**src/floyd_steinberg_rgb565_dither_assert.svh**
```systemverilog
// Assertion macros shared by the dither RTL.
// Each macro takes a label, the clock, the active-low reset and a message.
`ifndef FLOYD_STEINBERG_RGB565_DITHER_ASSERT_SVH
`define FLOYD_STEINBERG_RGB565_DITHER_ASSERT_SVH

// The consequent must hold in the same cycle as the antecedent.
`define FSD_ASSERT_IMPL(lbl, clk, rstn, ante, cons, msg) \
    lbl: assert property (@(posedge clk) disable iff (!(rstn)) (ante) |-> (cons)) \
        else $error(msg);

// The consequent must hold in the cycle after the antecedent.
`define FSD_ASSERT_NEXT(lbl, clk, rstn, ante, cons, msg) \
    lbl: assert property (@(posedge clk) disable iff (!(rstn)) (ante) |=> (cons)) \
        else $error(msg);

// The condition must never be true.
`define FSD_ASSERT_NEVER(lbl, clk, rstn, cond, msg) \
    lbl: assert property (@(posedge clk) disable iff (!(rstn)) !(cond)) \
        else $error(msg);

`endif

```
**src/fsd_pkg.sv**
```systemverilog
`default_nettype none

package fsd_pkg;

    // Default depth of the next-row error line.
    localparam int FSD_MAX_WIDTH_DEF = 1024;

    // Width of the image width register and its reset value.
    localparam int          CFG_W       = 11;
    localparam logic [10:0] WIDTH_RESET = 11'd256;

    // Diffused errors stay within a few tens, so eight signed bits suffice.
    localparam int ERR_W  = 8;
    localparam int N_CHAN = 3;

    typedef logic signed [ERR_W-1:0] t_err;

    // One error per channel: index 0 red, 1 green, 2 blue.
    typedef logic [N_CHAN-1:0][ERR_W-1:0] t_err3;

    // Position flags of a request, worked out when it is taken.
    typedef struct packed {
        logic restart;    // first pixel of an image: row state starts from zero
        logic last;       // last pixel of its row
        logic first_row;  // no row above, the line buffer reads as zero
    } t_pos;

    // Rounded quantization: (v*63+127)/255 for six bits, (v*31+127)/255 for five.
    // The divide by 255 is (x + (x >> 8) + 1) >> 8, exact over this range.
    function automatic logic [5:0] quant(input logic [7:0] v, input logic six_bit);
        logic [13:0] x;
        logic [13:0] t;
        x = six_bit ? (({6'd0, v} << 6) - {6'd0, v} + 14'd127)
                    : (({6'd0, v} << 5) - {6'd0, v} + 14'd127);
        t = x + 14'd1 + {8'd0, x[13:8]};
        return t[13:8];
    endfunction

    // Expand a code back to eight bits by repeating its top bits.
    function automatic logic [7:0] expand(input logic [5:0] q, input logic six_bit);
        logic [7:0] r;
        if (six_bit) begin
            r = {q[5:0], q[5:4]};
        end else begin
            r = {q[4:0], q[4:2]};
        end
        return r;
    endfunction

endpackage

`default_nettype wire

```
**src/fsd_col_track.sv**
```systemverilog
`default_nettype none

// Column and first-row tracking on the input side, so the line buffer
// read address is known at the edge that takes a request.
module fsd_col_track import fsd_pkg::*; #(
    parameter int  MAX_WIDTH = FSD_MAX_WIDTH_DEF,
    localparam int AW        = $clog2(MAX_WIDTH)
) (
    input  wire logic             i_clk,
    input  wire logic             i_rst_n,
    input  wire logic             i_accept,
    input  wire logic             i_first_of_image,
    input  wire logic [CFG_W-1:0] i_width,
    output logic [AW-1:0]         o_col,
    output t_pos                  o_pos
);

    localparam int CW = (AW + 1 > CFG_W + 1) ? AW + 1 : CFG_W + 1;

    logic [AW-1:0] r_col;
    logic [AW-1:0] n_col;
    logic          r_first_row;
    logic          n_first_row;
    logic [CW-1:0] w_width;
    logic [CW-1:0] w_width_eff;
    logic [CW-1:0] w_col_ext;

    // Width zero acts as one, and a width past the line depth as the depth.
    assign w_width = CW'(i_width);
    always_comb begin
        if (w_width == '0) begin
            w_width_eff = CW'(1);
        end else if (w_width > CW'(MAX_WIDTH)) begin
            w_width_eff = CW'(MAX_WIDTH);
        end else begin
            w_width_eff = w_width;
        end
    end

    // Position of the request at the input.
    assign o_col           = i_first_of_image ? '0 : r_col;
    assign w_col_ext       = CW'(o_col);
    assign o_pos.restart   = i_first_of_image;
    assign o_pos.first_row = i_first_of_image | r_first_row;
    assign o_pos.last      = (w_col_ext + CW'(1)) >= w_width_eff;

    // Advance the column, or start the next row.
    always_comb begin
        n_col       = r_col;
        n_first_row = r_first_row;
        if (i_accept) begin
            if (o_pos.last) begin
                n_col       = '0;
                n_first_row = 1'b0;
            end else begin
                n_col       = o_col + AW'(1);
                n_first_row = o_pos.first_row;
            end
        end
    end

    always_ff @(posedge i_clk) begin
        if (!i_rst_n) begin
            r_col       <= '0;
            r_first_row <= 1'b1;
        end else begin
            r_col       <= n_col;
            r_first_row <= n_first_row;
        end
    end

endmodule

`default_nettype wire

```
**config.mk**
```make
export PLATFORM = sky130hd
export DESIGN_NAME = fsd_col_track
export DESIGN_NICKNAME = d
export VERILOG_FILES = /design/src/floyd_steinberg_rgb565_dither_assert.svh /design/src/fsd_pkg.sv /design/src/fsd_col_track.sv
export SDC_FILE = /design/constraint.sdc
export NUM_CORES = 1
export LEC_CHECK = 0
export ABC_AREA = 1
export BUFFER_PORTS_ARGS = -buffer_cell sky130_fd_sc_hd__buf_2
export CAP_MARGIN = 20
export CORE_MARGIN = 2
export CORE_UTILIZATION = 55
export CTS_BUF_LIST = sky130_fd_sc_hd__clkbuf_2
export DETAILED_ROUTE_END_ITERATION = 16
export GPL_TIMING_DRIVEN = 0
export PLACE_DENSITY = 0.86
export SYNTH_ARGS = -nofsm -noshare
export SYNTH_HDL_FRONTEND = slang
export SYNTH_SLANG_ARGS = --single-unit
export TNS_END_PERCENT = 20
```
**constraint.sdc**
```tcl
create_clock -name i_clk -period 3.23 [get_ports i_clk]
set_input_delay 0.1615 -clock i_clk [delete_from_list [all_inputs] [get_ports i_clk]]
set_output_delay 0.1615 -clock i_clk [all_outputs]
set_load 0.05 [all_outputs]
```
==> results_dict.tcl <==
set metrics [dict create \
    critPathSlowestCell "dfxtp_2" \
    seq_power_share 0.477 \
    synth_cell_types 29 \
    place_congestion 0.891 \
    cts_setup_buffers 0 \
    max_clock_freq_mhz 338 \
    cts_hold_buf 0 \
    dr.pass1.iters 4 \
    path_cells "nand2_1 > inv_1 > ha_1 > nand3_4 > nor2_1 > nand2_1 > nand2_1 > inv_1 > ha_1 > nand2_1 > nor2_1 > nand2_1 > nor2_1 > nand2_2 > nand2_1 > clkbuf_4" \
    skew_ns 0.00452 \
    wl_um 2800 \
    rsz0062_at_grt "false" \
    drtIter0Drc 46 \
    grt_usage 0.253 \
    intPower_mw 0.196 \
    cp_num_buf_inv 3 \
    slowest_delay_ns 0.42 \
    grt_max_degree 11 \
    ys_seq_area_frac 0.187 \
    ys_warn_count 0 \
    finalHoldViolCount 0 \
    p_sw_frac 0.340 \
    cts_resized 0 \
    clock_sinks 11 \
    viasPerCell 5.16 \
    antenna_found_initial 0 \
    max-slew-margin-rel 0.801 \
    p_per_area_nw_per_um2 218 \
    route.detailed.drc 0 \
    worstMarginPinSlew_ns 0.296 \
    layout.nets 245 \
    drive_gt1_frac 0.267 \
    grt_pass1_vias 1212 \
    tns_ns 0 \
    run_status "finished clean" \
    clk_pin_slew_ns 0.12 \
    cap_violations 0 \
    die_area_um2 2520 \
    cp-start-kind "flip-flop" \
    cts_tree "built" \
    overflow 0 \
    fin_crit_ns 2.95 \
    synth_seq_cells 11 \
    cp_max_fo 10 \
    syn_to_final_growth_pct 16.1 \
    start_util 0.593 \
    syn-cell-area_um2 1170 \
    met2_length_um 1380 \
    end_kind "primary output" \
    io_pins 28 \
    cts_made_buffers 3 \
    highest-signal-layer "met4" \
    clk_latency_ns 0.27 \
    dieHeight_um 50.2 \
    power.share.combinational 0.238 \
    dr_total_vias 1258 \
    p_leak_nw 0.729 \
    wl_per_cell_um 11.5 \
    io_buffers 26 \
    final-seq-area_um2 223 \
    antennaDiodeCount 0 \
    synth_fp_nets 214 \
    drv_slew 0 \
    clock_path_buffers 2 \
    syn_inst 187 \
    cts_root_buffer "clkbuf_2" \
    hold_slack_ns 0.0599 \
    hp-class "in -> reg" \
    placementRows 16 \
    finalSetupViolCount 0 \
    ir_worst_vdd_uv 186 \
    syn_avg_cell_area_um2 6.28 \
    crit_type "reg -> out" \
    die_x_um 50.2 \
    htree_levels 1 \
    dp_hpwl_um 2220 \
    core_area_um2 1980 \
    grt_pass1_wl_um 4950 \
    crit_family "simple AND/OR/NAND/NOR gates" \
    drt-met1-wl_um 1200 \
    multi_input_area_um2 821 \
    dp.cells 240 \
    fillers 190 \
    layout.cells.non_filler 244 \
    switchingPower_mw 0.101 \
    crit_arrival_ns 2.79 \
    p_clk_frac 0.284 \
    cp.required_ns 3.07 \
    crit_top_cell "nand2_1" \
    layout_common_cells "nand2_1, nor2_1, buf_2" \
    detail-route-antenna-nets 0 \
    period_share 0.915 \
    wl_met3_um 144 \
    final_common_cell "nand2_1" \
]
## power groups by stage
stage	Clock, mW	Combinational, mW	Sequential [mW]
final	0.0845	0.0707	0.142
after global routing	0.0934	0.0800	0.142
after CTS	0.0841	0.0707	0.141
after detailed placement	0	0.0705	0.144
after global placement	0	0.0675	0.144
after floorplan	0	0.0488	0.144
## cell type report
cell class,count,share of cell area
Buffer,3,0.0174
Clock buffer,4,0.0147
Inverter,28,0.0807
Multi-Input combinational cell,145,0.602
Sequential cell,11,0.163
Tap cell,27,0.0248
Timing Repair Buffer,26,0.0972
## state kept, by name, summed over array words and instances (netlist names)
name         count
r_first_row      1
r_col           10
## per-stage QoR
step	setup slack, ns	total power, mW	util	instance area [um2]
floorplan	0.00836	0.193	-	1170
global placement	0.559	0.212	0.676	1340
detailed placement	0.497	0.215	0.676	1340
CTS	0.166	0.296	0.686	1360
global route	0.0233	0.315	0.688	1360
finish	0.276	0.297	0.688	1360
## cell usage after synthesis (all sizes together)
cell type,count,share of area
o21ai,4,0.020
ha,12,0.13
buf,3,0.020
nand3,10,0.058
clkinv,5,0.020
nor2,31,0.13
o22ai,1,0.0053
nand2,63,0.23
nand4,11,0.059
or2,2,0.011
dfxtp,11,0.19
a21oi,10,0.043
inv,23,0.073
xor2,1,0.0075
## cell families after synthesis
family,count (synthesis),share of synthesized area
flops,11,0.187
xor+xnor,1,0.00746
fa+ha+maj,12,0.128
simple gates,117,0.495
compound gates,15,0.0682
buf+inv,31,0.114
## path summary, 6_finish.rpt
path / from / endpoint / depth (start not counted) / slack (ns)
worst max-delay path: r_col[0] / o_pos[1] / 16 / 0.28
worst min register to register: r_col[7] / r_col[7] / 2 / 0.51
worst min-delay path: i_rst_n / r_first_row / 2 / 0.06
worst max register to register: r_col[0] / r_col[9] / 18 / 0.62
## per-layer routing
layer | GRT usage | vias to the layer above
met2 | 0.474 | 37
met4 | 0.125 | 0
met5 | 0 | -
met3 | 0.0327 | 7
li1 | - | 655
met1 | 0.276 | 559
Note: power is estimated with default switching activity, not from simulation.
