**src/floyd_steinberg_rgb565_dither_assert.svh**
```systemverilog
// Assertion macros shared by the dither RTL.
// Each macro takes a label, the clock, the active-low reset and a message.
`ifndef FLOYD_STEINBERG_RGB565_DITHER_ASSERT_SVH
`define FLOYD_STEINBERG_RGB565_DITHER_ASSERT_SVH

// The consequent must hold in the same cycle as the antecedent.
`define FSD_ASSERT_IMPL(lbl, clk, rstn, ante, cons, msg) \
    lbl: assert property (@(posedge clk) disable iff (!(rstn)) (ante) |-> (cons)) \
        else $error(msg);

// The consequent must hold in the cycle after the antecedent.
`define FSD_ASSERT_NEXT(lbl, clk, rstn, ante, cons, msg) \
    lbl: assert property (@(posedge clk) disable iff (!(rstn)) (ante) |=> (cons)) \
        else $error(msg);

// The condition must never be true.
`define FSD_ASSERT_NEVER(lbl, clk, rstn, cond, msg) \
    lbl: assert property (@(posedge clk) disable iff (!(rstn)) !(cond)) \
        else $error(msg);

`endif

```
**src/fsd_pkg.sv**
```systemverilog
`default_nettype none

package fsd_pkg;

    // Default depth of the next-row error line.
    localparam int FSD_MAX_WIDTH_DEF = 1024;

    // Width of the image width register and its reset value.
    localparam int          CFG_W       = 11;
    localparam logic [10:0] WIDTH_RESET = 11'd256;

    // Diffused errors stay within a few tens, so eight signed bits suffice.
    localparam int ERR_W  = 8;
    localparam int N_CHAN = 3;

    typedef logic signed [ERR_W-1:0] t_err;

    // One error per channel: index 0 red, 1 green, 2 blue.
    typedef logic [N_CHAN-1:0][ERR_W-1:0] t_err3;

    // Position flags of a request, worked out when it is taken.
    typedef struct packed {
        logic restart;    // first pixel of an image: row state starts from zero
        logic last;       // last pixel of its row
        logic first_row;  // no row above, the line buffer reads as zero
    } t_pos;

    // Rounded quantization: (v*63+127)/255 for six bits, (v*31+127)/255 for five.
    // The divide by 255 is (x + (x >> 8) + 1) >> 8, exact over this range.
    function automatic logic [5:0] quant(input logic [7:0] v, input logic six_bit);
        logic [13:0] x;
        logic [13:0] t;
        x = six_bit ? (({6'd0, v} << 6) - {6'd0, v} + 14'd127)
                    : (({6'd0, v} << 5) - {6'd0, v} + 14'd127);
        t = x + 14'd1 + {8'd0, x[13:8]};
        return t[13:8];
    endfunction

    // Expand a code back to eight bits by repeating its top bits.
    function automatic logic [7:0] expand(input logic [5:0] q, input logic six_bit);
        logic [7:0] r;
        if (six_bit) begin
            r = {q[5:0], q[5:4]};
        end else begin
            r = {q[4:0], q[4:2]};
        end
        return r;
    endfunction

endpackage

`default_nettype wire

```
**src/fsd_chan.sv**
```systemverilog
`default_nettype none

// One color channel: add the diffused error, clamp, quantize, and split
// the new error into its right, down-left, down and down-right parts.
module fsd_chan import fsd_pkg::*; (
    input  wire logic [7:0] i_pix,
    input  wire logic       i_six_bit,
    input  wire t_err       i_carry,
    input  wire t_err       i_line,
    input  wire logic       i_use_line,
    input  wire t_err       i_pdl,
    input  wire t_err       i_pd,
    output logic [5:0]      o_code,
    output t_err            o_err,
    output t_err            o_down_write,
    output t_err            o_pdl_next,
    output t_err            o_carry_next
);

    logic signed [9:0] w_acc;
    logic signed [9:0] w_rnd;
    logic signed [9:0] w_sum;
    logic        [7:0] w_val;
    logic        [7:0] w_back;
    logic signed [9:0] w_diff;

    // Errors are held scaled by 16; round them back as floor((acc + 8) / 16).
    assign w_acc = 10'(i_carry) + (i_use_line ? 10'(i_line) : 10'sd0);
    assign w_rnd = (w_acc + 10'sd8) >>> 4;
    assign w_sum = $signed({2'b00, i_pix}) + w_rnd;

    // Clamp to the 8-bit range.
    always_comb begin
        if (w_sum < 10'sd0) begin
            w_val = 8'd0;
        end else if (w_sum > 10'sd255) begin
            w_val = 8'd255;
        end else begin
            w_val = w_sum[7:0];
        end
    end

    // Quantize and measure what the code loses.
    assign o_code = quant(w_val, i_six_bit);
    assign w_back = expand(o_code, i_six_bit);
    assign w_diff = $signed({2'b00, w_val}) - $signed({2'b00, w_back});
    assign o_err  = w_diff[ERR_W-1:0];

    // Spread the error: 3/16 down-left, 5/16 down, 1/16 down-right, 7/16 right.
    assign o_down_write = ERR_W'(i_pdl + 3 * o_err);
    assign o_pdl_next   = ERR_W'(i_pd + 5 * o_err);
    assign o_carry_next = ERR_W'(7 * o_err);

endmodule

`default_nettype wire

```
**config.mk**
```make
export PLATFORM = sky130hd
export DESIGN_NAME = fsd_chan
export DESIGN_NICKNAME = d
export VERILOG_FILES = /design/src/floyd_steinberg_rgb565_dither_assert.svh /design/src/fsd_pkg.sv /design/src/fsd_chan.sv
export SDC_FILE = /design/constraint.sdc
export NUM_CORES = 1
export LEC_CHECK = 0
export BUFFER_PORTS_ARGS = -buffer_cell sky130_fd_sc_hd__buf_2
export CAP_MARGIN = 20
export CORE_MARGIN = 2
export CORE_UTILIZATION = 57
export DETAILED_ROUTE_END_ITERATION = 10
export PLACE_DENSITY = 0.89
export SLEW_MARGIN = 20
export SYNTH_ARGS = -nofsm -noshare
export SYNTH_HDL_FRONTEND = slang
export SYNTH_SLANG_ARGS = --single-unit
export TNS_END_PERCENT = 100
```
**constraint.sdc**
```tcl
create_clock -name vclk -period 13.4
set_input_delay 0.67 -clock vclk [all_inputs]
set_output_delay 0.67 -clock vclk [all_outputs]
set_load 0.05 [all_outputs]
```
==> run_results.csv, run 1 <==
group,metric,value,unit
detailed_routing,drt-wirelength-per-cell,14.36,um
final_layout,regArea,0,um^2
detailed_routing,viasPerCell,5.583,
status,status,"finished clean",
worst_setup_path,critPathTopFamily,"adder cells",
final_layout,drive_gt1_share,22.58,%
placed_design,dp_hpwl,7471,um
worst_setup_path,required,12.73,ns
timing,timing.final.ws_setup,0.6601,ns
worst_hold_path,worstHoldEndpoint,"o_pdl_next[0]",
grt,grt_first_pass_wirelength,13930,um
worst_hold_path,hold_path.class,"primary input to output port",
placed_design,globalplace.congestion,0.9675,
worst_setup_path,path_class,"primary input to output port",
final_layout,fin_util,69.26,%
synthesis,syn_area_per_cell,7.879,um^2
worst_setup_path,cp-end-kind,"output port",
floorplan,die-area,6824,um^2
worst_setup_path,critPathBufInv,6,
worst_setup_path,slowest_stage,"fa_1",
worst_setup_path,path_common_cell,"ha_1",
worst_setup_path,worstSetupStartpointType,"primary input",
timing,period_share,95.07,%
timing,finalHoldViolCount,0,
grt,globalRouteTotalUtil,25.30,%
placed_design,pre_cts_ws,-0.2523,ns
detailed_routing,drt-total-wl,8644,um
floorplan,rows,28,
final_layout,seq_cells,0,
floorplan,dieWidth,82.61,um
worst_hold_path,min-delay-start,"i_pd[0]",
floorplan,initial_core_util,59.14,%
detailed_routing,drc_errors,0,
floorplan,core,5956,um^2
detailed_routing,vias,3361,
synthesis,ys_top_cells_by_area,"ha_1 30%, xnor2_1 11%, fa_1 11%",
placed_design,portBuffers,80,
worst_setup_path,arrival,12.07,ns
synthesis,synth_cells,447,
detailed_routing,ant_nets,0,
synthesis,synth-seq-area-share,0,%
worst_setup_path,max_stage_delay,0.47,ns
final_layout,syn_to_final_growth,17.12,%
timing,slew_headroom,63.78,%
grt,grt_max_degree,30,
synthesis,ys_types,53,
worst_hold_path,whs_path_depth,3,
flow_run,cap_violations,0,
grt,grt_pass1_vias,3271,
final_layout,antenna_cells,0,
synthesis,synth_fp_nets,593,
worst_setup_path,critPathMaxFanout,8,
timing,slew_violations,0,
floorplan,die_h,82.61,um
floorplan,boundaryPins,80,
timing,min_period,12.74,ns
timing,fin_setup_tns,0,ns
worst_setup_path,startpoint,"i_use_line",
final_layout,num-nets-final,675,
timing,tightest_slew,0.5432,ns
final_layout,clkbuf_count,0,
grt,grt_antenna_before_repair,0,
cts,cts_hold_buffers,0,
synthesis,synth.top_cell.area_share,29.84,%
synthesis,syn_area,3522,um^2
synthesis,yosysWarnings,0,
detailed_routing,drt-initial-drc-count,136,
timing,setup_viol,0,
timing,fmaxAchievable,78.49,MHz
grt,grt.overflow.total,0,
synthesis,synth_area_leader_cell,"ha_1",
detailed_routing,drtPass1Iterations,4,
==> worst max path at each step <==
stage | end | slack (ns) | depth (start not counted)
global route | o_down_write[7] | -0.07 | 62
floorplan | o_pdl_next[7] | 0.14 | 51
detailed placement | o_down_write[7] | -0.25 | 61
finish | o_pdl_next[7] | 0.66 | 57
CTS | o_down_write[7] | 0.06 | 61
global placement | o_down_write[7] | 0.19 | 61
==> cells in the mapped netlist, drive strengths merged, types with 2 or more instances <==
library cell and instances:
fa 20, nor3 6, inv 79, nor2b 4, o21ai 18, ha 84
xor2 13, a21o 18, o21bai 11, nand2 20, and3 4, and2 8
clkbuf 2, nor2 32, xnor2 46, nand3b 2, mux2i 6, mux2 2
nand3 6, nor4 2, a221oi 2, buf 4, a21oi 33, a31oi 5
o21a 3
==> stage by stage <==
| stage | hold slack (ns) | std cells | instance area (um^2) |
|---|---|---|---|
| 2_1_floorplan | 1.718 | 447 | 3552 |
| 3_3_place_gp | 1.777 | 597 | 4011 |
| 3_5_place_dp | 1.790 | 597 | 4011 |
| 4_1_cts | 1.790 | 597 | 4033 |
| 5_1_grt | 1.814 | 602 | 4125 |
| 6_report | 1.791 | 602 | 4125 |
==> placed cells by master (no fill, tap or decap), types with 2 or more instances in the layout <==
master and instances:
xnor2_1 42, buf_4 6, o21ai_0 11, mux2i_1 6, and3_1 3, nor2b_1 4
buf_2 79, and2_1 6, nor2_1 29, o21a_1 3, inv_1 78, nor2_2 3
a21oi_2 5, xor2_2 2, nor4_1 2, o21bai_1 11, xnor2_2 4, a31oi_1 4
nand3_1 6, nand3b_1 2, a21o_1 18, fa_1 20, o21ai_1 4, ha_1 83
nand2_1 19, xor2_1 11, o21ai_2 2, a21oi_1 28, nor3_1 5
==> routing by layer <==
layer	share of wire (%)	wire [um]	GRT usage, %	up-vias
li1	-	-	-	1676
met3	5.3	457	0.3261	13
met2	50	4338	49.11	115
met1	43	3715	31.37	1557
met5	0	0	0	-
met4	1.5	133	4.426	0
==> cell type report <==
class,instances,area [um^2]
inverters,79,296.5
fillers,474,1831
well taps,75,93.84
repair buffers,86,451.7
multi-input cells,362,3283
==> kinds of logic after synthesis <==
family,count (synthesis),synth area share [%]
adder cells (fa/ha/maj),105,41.53
multiplexers,8,2.451
AO/OA/AOI/OAI,100,18.97
XOR/XNOR,59,14.67
AND/OR/NAND/NOR,90,12.75
buffers and inverters,85,9.627
==> repair_timing <==
item,in CTS,in global routing
setup buffers,0,5
endpoints found under the setup margin,2,4
resized for setup,4,20
pin swaps,0,5
Power of run 1 is left out: the tool's default activity adds up to more than one toggle a clock period on the data nets, which glitch-free logic cannot reach.
==> inputs of run 2 (changes only) <==
==> constraint.sdc (replaced) <==
create_clock -name vclk -period 13.4
set_input_delay 0.67 -clock vclk [all_inputs]
set_output_delay 0.67 -clock vclk [all_outputs]
set_load 0.02 [all_outputs]
==> run_results.csv, run 2 (synthesis gave the netlist of run 1 again) <==
group,metric,value,unit
final_layout,clkbuf_count,0,
timing,slew_violations,0,
worst_setup_path,slowest_stage,"fa_1",
detailed_routing,drc_errors,0,
detailed_routing,drtPass1Iterations,5,
timing,period_share,95.72,%
grt,grt_max_degree,30,
worst_setup_path,path_class,"primary input to output port",
timing,slew_headroom,62.13,%
floorplan,die_h,82.61,um
timing,tightest_slew,0.5662,ns
final_layout,syn_to_final_growth,16.87,%
final_layout,regArea,0,um^2
worst_setup_path,worstSetupStartpointType,"primary input",
timing,fmaxAchievable,77.97,MHz
placed_design,dp_hpwl,7290,um
timing,setup_viol,0,
grt,grt_first_pass_wirelength,13400,um
final_layout,num-nets-final,672,
detailed_routing,vias,3415,
grt,grt_antenna_before_repair,0,
worst_setup_path,required,12.73,ns
floorplan,initial_core_util,59.14,%
floorplan,boundaryPins,80,
grt,grt.overflow.total,0,
worst_setup_path,arrival,12.16,ns
flow_run,cap_violations,0,
worst_setup_path,path_common_cell,"ha_1",
timing,min_period,12.83,ns
worst_hold_path,hold_path.class,"primary input to output port",
grt,grt_pass1_vias,3324,
cts,cts_hold_buffers,0,
floorplan,die-area,6824,um^2
floorplan,rows,28,
placed_design,globalplace.congestion,0.9345,
worst_setup_path,max_stage_delay,0.51,ns
final_layout,final_cell_mix,"83 x ha_1, 80 x buf_2, 78 x inv_1",
detailed_routing,drt-wirelength-per-cell,14.36,um
status,status,"finished clean",
placed_design,portBuffers,80,
timing,fin_setup_tns,0,ns
floorplan,core,5956,um^2
final_layout,layout_commonest_cell,"ha_1",
final_layout,drive_gt1_share,22.52,%
worst_setup_path,cp-end-kind,"output port",
final_layout,antenna_cells,0,
grt,globalRouteTotalUtil,24.07,%
detailed_routing,viasPerCell,5.701,
floorplan,dieWidth,82.61,um
final_layout,seq_cells,0,
detailed_routing,drt-initial-drc-count,161,
timing,finalHoldViolCount,0,
worst_setup_path,critPathMaxFanout,8,
detailed_routing,ant_nets,0,
detailed_routing,drt-total-wl,8602,um
-- run 2: changes by cell type in the layout (fill, tap and decap cells not counted), moves of 2 or more --
cell,delta
nor2_2,+2
buf_4,-3
xnor2_1,+2
xnor2_2,-3
xor2_1,+2
o21ai_1,-4
o21ai_2,+3
xor2_2,-2
nor2_1,-2
-- run 2: critical path, delay by kind of cell --
family | cells | cell delay [ns]
AO/OA/AOI/OAI | 20 | 3.82
buffers and inverters | 9 | 0.79
XOR/XNOR | 8 | 1.51
adder cells (fa/ha/maj) | 12 | 3.78
multiplexers | 1 | 0.20
AND/OR/NAND/NOR | 11 | 1.37
-- run 2: path summary, 6_finish.rpt --
| path | from | to | slack [ns] | cells past startpoint |
|---|---|---|---|---|
| worst max-delay path | i_use_line | o_down_write[7] | 0.57 | 61 |
| worst min-delay path | i_pd[0] | o_pdl_next[0] | 1.68 | 3 |
-- run 2: layer usage --
metal	vias to the layer above	track usage [%]	wire, um
met5	-	0	0
met4	0	6.557	216
met3	22	1.957	513
met2	146	47.50	4461
met1	1575	27.27	3409
li1	1672	-	-
-- run 2: final cells by class --
cell class | instances | area [um^2]
Multi-Input combinational cell | 362 | 3303
Fill cell | 468 | 1839
Inverter | 79 | 296.5
Timing Repair Buffer | 83 | 422.9
Tap cell | 75 | 93.84
-- run 2: metrics by stage --
step / hold WS [ns] / setup slack (ns) / instance area [um^2] / utilization [%] / instances
floorplan: 1.550 / 0.9437 / 3522 / - / 447
global placement: 1.678 / 0.3814 / 3981 / 66.85 / 597
detailed placement: 1.685 / -0.07199 / 3981 / 66.85 / 597
CTS: 1.686 / 0.02701 / 3993 / 67.04 / 597
global route: 1.724 / -0.01921 / 4116 / 69.12 / 599
finish: 1.681 / 0.5741 / 4116 / 69.12 / 599
-- run 2: timing repair --
action | 4_1_cts | 5_1_grt
setup endpoints to repair | 1 | 7
cloned | 0 | 0
pin swaps | 0 | 3
buffers inserted | 0 | 2
gates resized for setup | 2 | 27
Power of run 2 is left out for the same reason.
